`config.mk`:
```
export PLATFORM = sky130hd
export DESIGN_NAME = integer_to_radix_digits
export DESIGN_NICKNAME = d
export VERILOG_FILES = /design/src/itrd_pkg.sv /design/src/itrd_ctrl.sv /design/src/itrd_dp.sv /design/src/integer_to_radix_digits.sv
export SDC_FILE = /design/constraint.sdc
export NUM_CORES = 1
export LEC_CHECK = 0
export ABC_AREA = 1
export BUFFER_PORTS_ARGS = -buffer_cell sky130_fd_sc_hd__buf_4
export CORE_MARGIN = 8
export CORE_UTILIZATION = 53
export DETAILED_ROUTE_END_ITERATION = 10
export PLACE_DENSITY = 0.73
export SYNTH_ARGS = -nofsm -noshare
export SYNTH_HDL_FRONTEND = slang
export SYNTH_SLANG_ARGS = --single-unit
```
`constraint.sdc`:
```
create_clock -name clock -period 6.8 [get_ports clock]
set_input_delay 1.36 -clock clock [delete_from_list [all_inputs] [get_ports clock]]
set_output_delay 1.36 -clock clock [all_outputs]
set_load 0.005 [all_outputs]
```
`src/itrd_pkg.sv`:
```
package itrd_pkg;

   localparam int VALUE_BITS_DEFAULT = 31;

   localparam int RADIX_BITS = 6;
   localparam int CHAR_BITS  = 7;

   localparam logic [RADIX_BITS-1:0] RADIX_MIN   = 6'd2;
   localparam logic [RADIX_BITS-1:0] RADIX_MAX   = 6'd36;
   localparam logic [RADIX_BITS-1:0] RADIX_RESET = 6'd10;

   localparam logic [RADIX_BITS-1:0] DECIMAL_DIGITS = 6'd10;
   localparam logic [CHAR_BITS-1:0]  ASCII_ZERO     = 7'd48;
   localparam logic [CHAR_BITS-1:0]  ASCII_UPPER_A  = 7'd65;
   localparam logic [CHAR_BITS-1:0]  ASCII_NINE     = 7'd57;
   localparam logic [CHAR_BITS-1:0]  ASCII_UPPER_Z  = 7'd90;

   // register file: one register, index taken from paddr[2]
   localparam int CSR_ADDR_BITS = 3;
   localparam int CSR_DATA_BITS = 32;
   localparam logic REG_RADIX = 1'b0;

   typedef enum logic [1:0] {
      ST_IDLE,
      ST_DIVIDE,
      ST_READ,
      ST_EMIT
   } state_type;

   typedef struct packed {
      logic load;    // capture value and radix, clear digit count
      logic divide;  // one restoring division step
      logic push;    // store remainder, start next digit
      logic emit;    // move popped digit to output register
   } dp_cmd_type;

   typedef struct packed {
      logic step_done;   // current step is the last of this digit
      logic quot_zero;   // quotient after this step is zero
      logic count_full;  // stack holds all but one entry
      logic ptr_zero;    // popping the bottom entry
      logic out_free;    // output register can take a digit
   } dp_status_type;

endpackage

```
`src/itrd_ctrl.sv`:
```
module itrd_ctrl (
   input  logic                    clock,
   input  logic                    reset,
   input  logic                    req_tvalid,
   output logic                    req_tready,
   input  itrd_pkg::dp_status_type status,
   output itrd_pkg::dp_cmd_type    cmd
);

   itrd_pkg::state_type state_ff;
   itrd_pkg::state_type state_in;

   always_comb begin
      state_in = state_ff;
      unique case (state_ff)
         itrd_pkg::ST_IDLE: begin
            if (req_tvalid) state_in = itrd_pkg::ST_DIVIDE;
         end
         itrd_pkg::ST_DIVIDE: begin
            if (status.step_done && (status.quot_zero || status.count_full)) begin
               state_in = itrd_pkg::ST_READ;
            end
         end
         itrd_pkg::ST_READ: begin
            state_in = itrd_pkg::ST_EMIT;
         end
         itrd_pkg::ST_EMIT: begin
            if (status.out_free) begin
               state_in = status.ptr_zero ? itrd_pkg::ST_IDLE : itrd_pkg::ST_READ;
            end
         end
         default: state_in = itrd_pkg::ST_IDLE;
      endcase
   end

   always_comb begin
      cmd        = '0;
      req_tready = 1'b0;
      unique case (state_ff)
         itrd_pkg::ST_IDLE: begin
            req_tready = 1'b1;
            cmd.load   = req_tvalid;
         end
         itrd_pkg::ST_DIVIDE: begin
            cmd.divide = 1'b1;
            cmd.push   = status.step_done;
         end
         itrd_pkg::ST_READ: begin
            cmd = '0;
         end
         itrd_pkg::ST_EMIT: begin
            cmd.emit = status.out_free;
         end
         default: cmd = '0;
      endcase
   end

   always_ff @(posedge clock) begin
      if (reset) begin
         state_ff <= itrd_pkg::ST_IDLE;
      end else begin
         state_ff <= state_in;
      end
   end

endmodule

```
`src/itrd_dp.sv`:
```
module itrd_dp #(
   parameter int VALUE_BITS = itrd_pkg::VALUE_BITS_DEFAULT
) (
   input  logic                            clock,
   input  logic                            reset,
   input  logic [VALUE_BITS-1:0]           value,
   input  logic [itrd_pkg::RADIX_BITS-1:0] radix,
   input  itrd_pkg::dp_cmd_type            cmd,
   output itrd_pkg::dp_status_type         status,
   output logic                            rsp_tvalid,
   input  logic                            rsp_tready,
   output logic [itrd_pkg::CHAR_BITS-1:0]  rsp_char,
   output logic                            rsp_tlast
);

   localparam int IDX_BITS = (VALUE_BITS > 1) ? $clog2(VALUE_BITS) : 1;
   localparam int CNT_BITS = $clog2(VALUE_BITS + 1);
   localparam int RB       = itrd_pkg::RADIX_BITS;

   logic [VALUE_BITS-1:0] dividend_ff, dividend_in;
   logic [RB-1:0]         rem_ff, rem_in;
   logic [RB-1:0]         radix_ff;
   logic [IDX_BITS-1:0]   step_ff, step_in;
   logic [CNT_BITS-1:0]   count_ff, count_in;
   logic [IDX_BITS-1:0]   ptr_ff, ptr_in;
   logic [RB-1:0]         rd_data_ff;
   logic                  rsp_valid_ff, rsp_valid_in;
   logic [itrd_pkg::CHAR_BITS-1:0] rsp_char_ff;
   logic                  rsp_last_ff;

   logic [RB-1:0] stack_mem [VALUE_BITS];

   logic [RB:0]           shifted;
   logic                  quot_bit;
   logic [RB-1:0]         rem_next;
   logic [VALUE_BITS-1:0] quot_next;
   logic [itrd_pkg::CHAR_BITS-1:0] char_next;

   // restoring division, one quotient bit per cycle; quotient shifts into the dividend
   always_comb begin
      shifted   = {rem_ff, dividend_ff[VALUE_BITS-1]};
      quot_bit  = (shifted >= {1'b0, radix_ff});
      rem_next  = quot_bit ? RB'(shifted - {1'b0, radix_ff}) : shifted[RB-1:0];
      quot_next = {dividend_ff[VALUE_BITS-2:0], quot_bit};
   end

   always_comb begin
      if (rd_data_ff < itrd_pkg::DECIMAL_DIGITS) begin
         char_next = itrd_pkg::ASCII_ZERO + {1'b0, rd_data_ff};
      end else begin
         char_next = itrd_pkg::ASCII_UPPER_A
                   + {1'b0, RB'(rd_data_ff - itrd_pkg::DECIMAL_DIGITS)};
      end
   end

   always_comb begin
      dividend_in = dividend_ff;
      rem_in      = rem_ff;
      step_in     = step_ff;
      count_in    = count_ff;
      ptr_in      = ptr_ff;
      priority if (cmd.load) begin
         dividend_in = value;
         rem_in      = '0;
         step_in     = IDX_BITS'(VALUE_BITS - 1);
         count_in    = '0;
      end else if (cmd.push) begin
         dividend_in = quot_next;
         rem_in      = '0;
         step_in     = IDX_BITS'(VALUE_BITS - 1);
         count_in    = count_ff + CNT_BITS'(1);
         ptr_in      = count_ff[IDX_BITS-1:0];
      end else if (cmd.divide) begin
         dividend_in = quot_next;
         rem_in      = rem_next;
         step_in     = step_ff - IDX_BITS'(1);
      end else if (cmd.emit) begin
         ptr_in      = ptr_ff - IDX_BITS'(1);
      end
   end

   always_comb begin
      rsp_valid_in = rsp_valid_ff;
      priority if (cmd.emit) begin
         rsp_valid_in = 1'b1;
      end else if (rsp_tready) begin
         rsp_valid_in = 1'b0;
      end
   end

   always_ff @(posedge clock) begin
      if (reset) begin
         rsp_valid_ff <= 1'b0;
         count_ff     <= '0;
      end else begin
         rsp_valid_ff <= rsp_valid_in;
         count_ff     <= count_in;
      end
   end

   always_ff @(posedge clock) begin
      dividend_ff <= dividend_in;
      rem_ff      <= rem_in;
      step_ff     <= step_in;
      ptr_ff      <= ptr_in;
      if (cmd.load) radix_ff <= radix;
      if (cmd.emit) begin
         rsp_char_ff <= char_next;
         rsp_last_ff <= (ptr_ff == '0);
      end
   end

   // remainder stack
   always_ff @(posedge clock) begin
      if (cmd.push) stack_mem[count_ff[IDX_BITS-1:0]] <= rem_next;
      rd_data_ff <= stack_mem[ptr_ff];
   end

   always_comb begin
      status.step_done  = (step_ff == '0);
      status.quot_zero  = (quot_next == '0);
      status.count_full = (count_ff == CNT_BITS'(VALUE_BITS - 1));
      status.ptr_zero   = (ptr_ff == '0);
      status.out_free   = !rsp_valid_ff || rsp_tready;
   end

   assign rsp_tvalid = rsp_valid_ff;
   assign rsp_char   = rsp_char_ff;
   assign rsp_tlast  = rsp_last_ff;

   a_push_in_range: assert property (@(posedge clock) disable iff (reset)
      cmd.push |-> (count_ff < CNT_BITS'(VALUE_BITS)))
      else $error("remainder pushed past stack depth");

   a_emit_when_free: assert property (@(posedge clock) disable iff (reset)
      cmd.emit |-> status.out_free)
      else $error("digit emitted over a pending transfer");

   a_last_on_bottom: assert property (@(posedge clock) disable iff (reset)
      (cmd.emit && status.ptr_zero) |=> (rsp_valid_ff && rsp_last_ff))
      else $error("bottom of stack not flagged last");

   a_char_range: assert property (@(posedge clock) disable iff (reset)
      rsp_valid_ff |-> ((rsp_char_ff >= itrd_pkg::ASCII_ZERO
                         && rsp_char_ff <= itrd_pkg::ASCII_NINE)
                        || (rsp_char_ff >= itrd_pkg::ASCII_UPPER_A
                            && rsp_char_ff <= itrd_pkg::ASCII_UPPER_Z)))
      else $error("digit character out of range");

endmodule

```
`src/integer_to_radix_digits.sv`:
```
// Channel  Direction  Handshake            Payload
// req      in         req_tvalid/tready    tdata: value
// rsp      out        rsp_tvalid/tready    tdata: digit_char, tlast: last_digit
// csr      in         APB write, no wait   register 0: radix (saturated 2..36)
//
// Each digit is found by the bit-serial restoring divider, then popped from the
// remainder stack through a registered memory read (states READ, then EMIT).
// Reset (synchronous) sets radix to 10 and empties the output register.
// A stalled rsp holds the pop; the next item is taken once the last digit
// sits in the output register.
module integer_to_radix_digits #(
   parameter int VALUE_BITS = itrd_pkg::VALUE_BITS_DEFAULT
) (
   input  logic                                 clock,
   input  logic                                 reset,
   input  logic                                 req_tvalid,
   output logic                                 req_tready,
   // [VALUE_BITS-1:0] value, zero fill above
   input  logic [((VALUE_BITS + 7) / 8) * 8 - 1:0] req_tdata,
   output logic                                 rsp_tvalid,
   input  logic                                 rsp_tready,
   // [6:0] digit_char, [7] zero
   output logic [7:0]                           rsp_tdata,
   output logic                                 rsp_tlast,
   input  logic                                 csr_psel,
   input  logic                                 csr_penable,
   input  logic                                 csr_pwrite,
   input  logic [itrd_pkg::CSR_ADDR_BITS-1:0]   csr_paddr,
   input  logic [itrd_pkg::CSR_DATA_BITS-1:0]   csr_pwdata,
   output logic [itrd_pkg::CSR_DATA_BITS-1:0]   csr_prdata,
   output logic                                 csr_pready
);

   localparam int RB = itrd_pkg::RADIX_BITS;

   logic [RB-1:0] radix_ff, radix_in;
   logic          csr_hit;
   logic          csr_wr;
   logic [RB-1:0] wr_radix;
   logic [itrd_pkg::CHAR_BITS-1:0] rsp_char;

   itrd_pkg::dp_cmd_type    cmd;
   itrd_pkg::dp_status_type status;

   assign csr_pready = 1'b1;
   assign csr_hit    = (csr_paddr[2] == itrd_pkg::REG_RADIX);
   assign csr_wr     = csr_psel && csr_penable && csr_pwrite && csr_pready && csr_hit;
   assign wr_radix   = csr_pwdata[RB-1:0];

   always_comb begin
      radix_in = radix_ff;
      if (csr_wr) begin
         priority if (wr_radix < itrd_pkg::RADIX_MIN) begin
            radix_in = itrd_pkg::RADIX_MIN;
         end else if (wr_radix > itrd_pkg::RADIX_MAX) begin
            radix_in = itrd_pkg::RADIX_MAX;
         end else begin
            radix_in = wr_radix;
         end
      end
   end

   always_ff @(posedge clock) begin
      if (reset) begin
         radix_ff <= itrd_pkg::RADIX_RESET;
      end else begin
         radix_ff <= radix_in;
      end
   end

   assign csr_prdata = csr_hit ? {{(itrd_pkg::CSR_DATA_BITS - RB){1'b0}}, radix_ff} : '0;

   itrd_ctrl u_ctrl (
      .clock      (clock),
      .reset      (reset),
      .req_tvalid (req_tvalid),
      .req_tready (req_tready),
      .status     (status),
      .cmd        (cmd)
   );

   itrd_dp #(
      .VALUE_BITS (VALUE_BITS)
   ) u_dp (
      .clock      (clock),
      .reset      (reset),
      .value      (req_tdata[VALUE_BITS-1:0]),
      .radix      (radix_ff),
      .cmd        (cmd),
      .status     (status),
      .rsp_tvalid (rsp_tvalid),
      .rsp_tready (rsp_tready),
      .rsp_char   (rsp_char),
      .rsp_tlast  (rsp_tlast)
   );

   assign rsp_tdata = {1'b0, rsp_char};

endmodule

```
==> impl_metrics.json <==
{
  "cp_slowest_cell": "buf_4",
  "setup_tns_ns": 0,
  "diodes": 0,
  "cts_hold_buf": 0,
  "synth_area_per_cell_um2": 10.4,
  "core-area_um2": 22400,
  "synth.most_common_cell": "nand2_1",
  "nNetsFinal": 1283,
  "crit_fanout": 7,
  "grt.overflow.total": 0,
  "clkSinkCount": 267,
  "ys_warn_count": 0,
  "dr.first_iter.drc_count": 635,
  "fmax_ghz": 0.325,
  "wl_per_cell_um": 16.5,
  "path_cells": "buf_4 -> nor2_1 -> buf_4",
  "synth_seq_cells": 267,
  "post_cts_resized": 0,
  "hold_path.class": "reg2reg",
  "grt_pass1_vias": 7830,
  "cts_setup_buffers": 0,
  "pwr_density_cell_nw_per_um2": 322,
  "timing.final.crit_period_ns": 3.08,
  "maxSlewViolCount": 0,
  "die_area_um2": 27600,
  "peakVddDrop_mv": 0.226,
  "ctsRootBufferMaster": "clkbuf_16",
  "antenna_found_initial": 0,
  "fillers": 1801,
  "rows": 55,
  "numCtsBuffers": 27,
  "startpoint_type": "input port",
  "grtUsageTotal_pct": 17.5,
  "port_buffers": 60,
  "die_w_um": 166,
  "syn_area_um2": 12000,
  "required_ns": 5.44,
  "grt_setup_unrepaired": "no",
  "yosysTopAreaCell": "edfxtp_1",
  "drc": 0,
  "die_h_um": 166,
  "drive_above_1_share_pct": 11.7,
  "start_util_pct": 53.5,
  "via_per_inst": 5.33,
  "cap_violations": 0,
  "multi_input_area_um2": 3590,
  "fin_util_pct": 59.4,
  "gp_congestion": 0.802,
  "status": "complete, no violations",
  "drt_first_pass_iters": 5,
  "clkLatencyLatePin_ns": 0.54,
  "fin_crit_sh_pct": 45.3,
  "path_class": "in2out",
  "synthFlopType": "edfxtp_1",
  "vias": 7984,
  "boundaryPins": 118,
  "ys_top_cells_by_area": "edfxtp_1, nand2_1, nor2_1, dfxtp_1, o21ai_0",
  "ys_types": 42,
  "cp_slowest_stage_delay_ns": 0.14,
  "area_delta_synth_final_pct": 11.1,
  "clock-skew-final_ns": 0.0182,
  "arrival_ns": 1.72,
  "clk_pin_slew_ns": 0.06,
  "power_leakage_nw": 5.13,
  "cts_max_level": 1,
  "ys_seq_area_share_pct": 64.4,
  "synth_edf_count": 236,
  "reg2reg_slack_ns": 4.20,
  "synthArstFlopShare_pct": 0,
  "endpoint_kind": "output port",
  "ant_nets": 0,
  "setup_viol": 0,
  "synth_common_cells": "nand2_1, edfxtp_1, nor2_1, o21ai_0, inv_1",
  "hold_viol_final": 0,
  "grt_start_max_net_pins": 96,
  "wl_um": 24800,
  "grt_pass1_wl_um": 39600,
  "seqCellArea_um2": 7710,
  "path_common_cell": "buf_4",
  "worst_slew_pin_slew_ns": 1.01,
  "cts_tree": "done",
  "post-dp-hpwl_um": 15500,
  "synth_top_area_share_pct": 59.3,
  "clock_path_buffers": 3,
  "slew-limit-headroom_pct": 32.7,
  "netlist_instances": 1145
}
-- worst max-delay path, delay by kind of cell --
kind	cells	cell delay [ns]
buffers and inverters	2	0.26
and+or+nand+nor	1	0.11
-- registers in the layout (all words and copies together) (netlist names) --
signal and count:
radix_ff 6, u_ctrl.state_ff 2, u_dp.count_ff 5, u_dp.dividend_ff 31
u_dp.ptr_ff 5, u_dp.radix_ff 6, u_dp.rd_data_ff 6, u_dp.rem_ff 6
u_dp.rsp_char 7, u_dp.rsp_tlast 1, u_dp.rsp_tvalid 1, u_dp.stack_mem 186
u_dp.step_ff 5
-- kinds of logic after synthesis --
logic type	after synthesis	synth area share, %
and+or+nand+nor	516	18.0
DFF	267	64.4
AOI/OAI and AO/OA	177	8.08
buffers and inverters	151	6.50
adders and majority gates	18	1.95
xor gates and xnor gates	14	1.03
other	2	0.0628
-- area by class of cell --
cell class	instances	share of cell area, %
Sequential cell	267	58.0
Multi-Input combinational cell	753	27.0
Clock buffer	32	5.23
Timing Repair Buffer	68	3.84
Tap cell	285	2.68
Inverter	74	2.11
Clock inverter	18	1.08
-- metal layers --
layer  track usage, %  share of wire (%)  vias to the layer above  routed length [µm]
met5                0                  0                        -                   0
met4             5.13                1.9                        0                 481
met3             3.40                7.2                       38                1780
met2             30.5                 49                      276               12200
met1             21.9                 42                     3755               10300
li1                 -                  -                     3915                   -
-- worst paths after layout --
path                        end  cells past startpoint      startpoint
max               csr_prdata[5]                      3    csr_paddr[2]
max reg2reg  u_dp.rd_data_ff[3]                      8  u_dp.ptr_ff[2]
min            u_dp.radix_ff[3]                      0     radix_ff[3]
min reg2reg    u_dp.radix_ff[3]                      0     radix_ff[3]
-- cells in the final DEF (no fill, tap or decap), types with 19 or more instances in the layout --
cell,instances
buf_4,68
nand2_1,267
inv_1,64
dfxtp_1,31
o21ai_0,73
conb_1,28
clkbuf_16,27
o21ai_1,33
nor2_1,176
o211ai_1,19
a21oi_1,24
edfxtp_1,236
nand3_1,37
-- report_power, final --
part	switching, W	internal [W]	total (W)
clock network	0.000598	0.000805	0.00140
logic	0.000513	0.000175	0.000689
registers	0.0000467	0.00214	0.00219
-- per-stage QoR --
stage                     area (µm²)  hold slack [ns]  total power, W  std cells  setup WS, ns
after floorplan                12100            0.408         0.00263       1171          3.92
after global placement         12400            0.439         0.00287       1447          3.73
after detailed placement       12400            0.440         0.00291       1447          3.71
after CTS                      13300            0.451         0.00430       1497          3.72
after global routing           13300            0.463         0.00445       1497          3.68
final                          13300            0.455         0.00428       1497          3.72
Power figures use the tool's default switching activity.
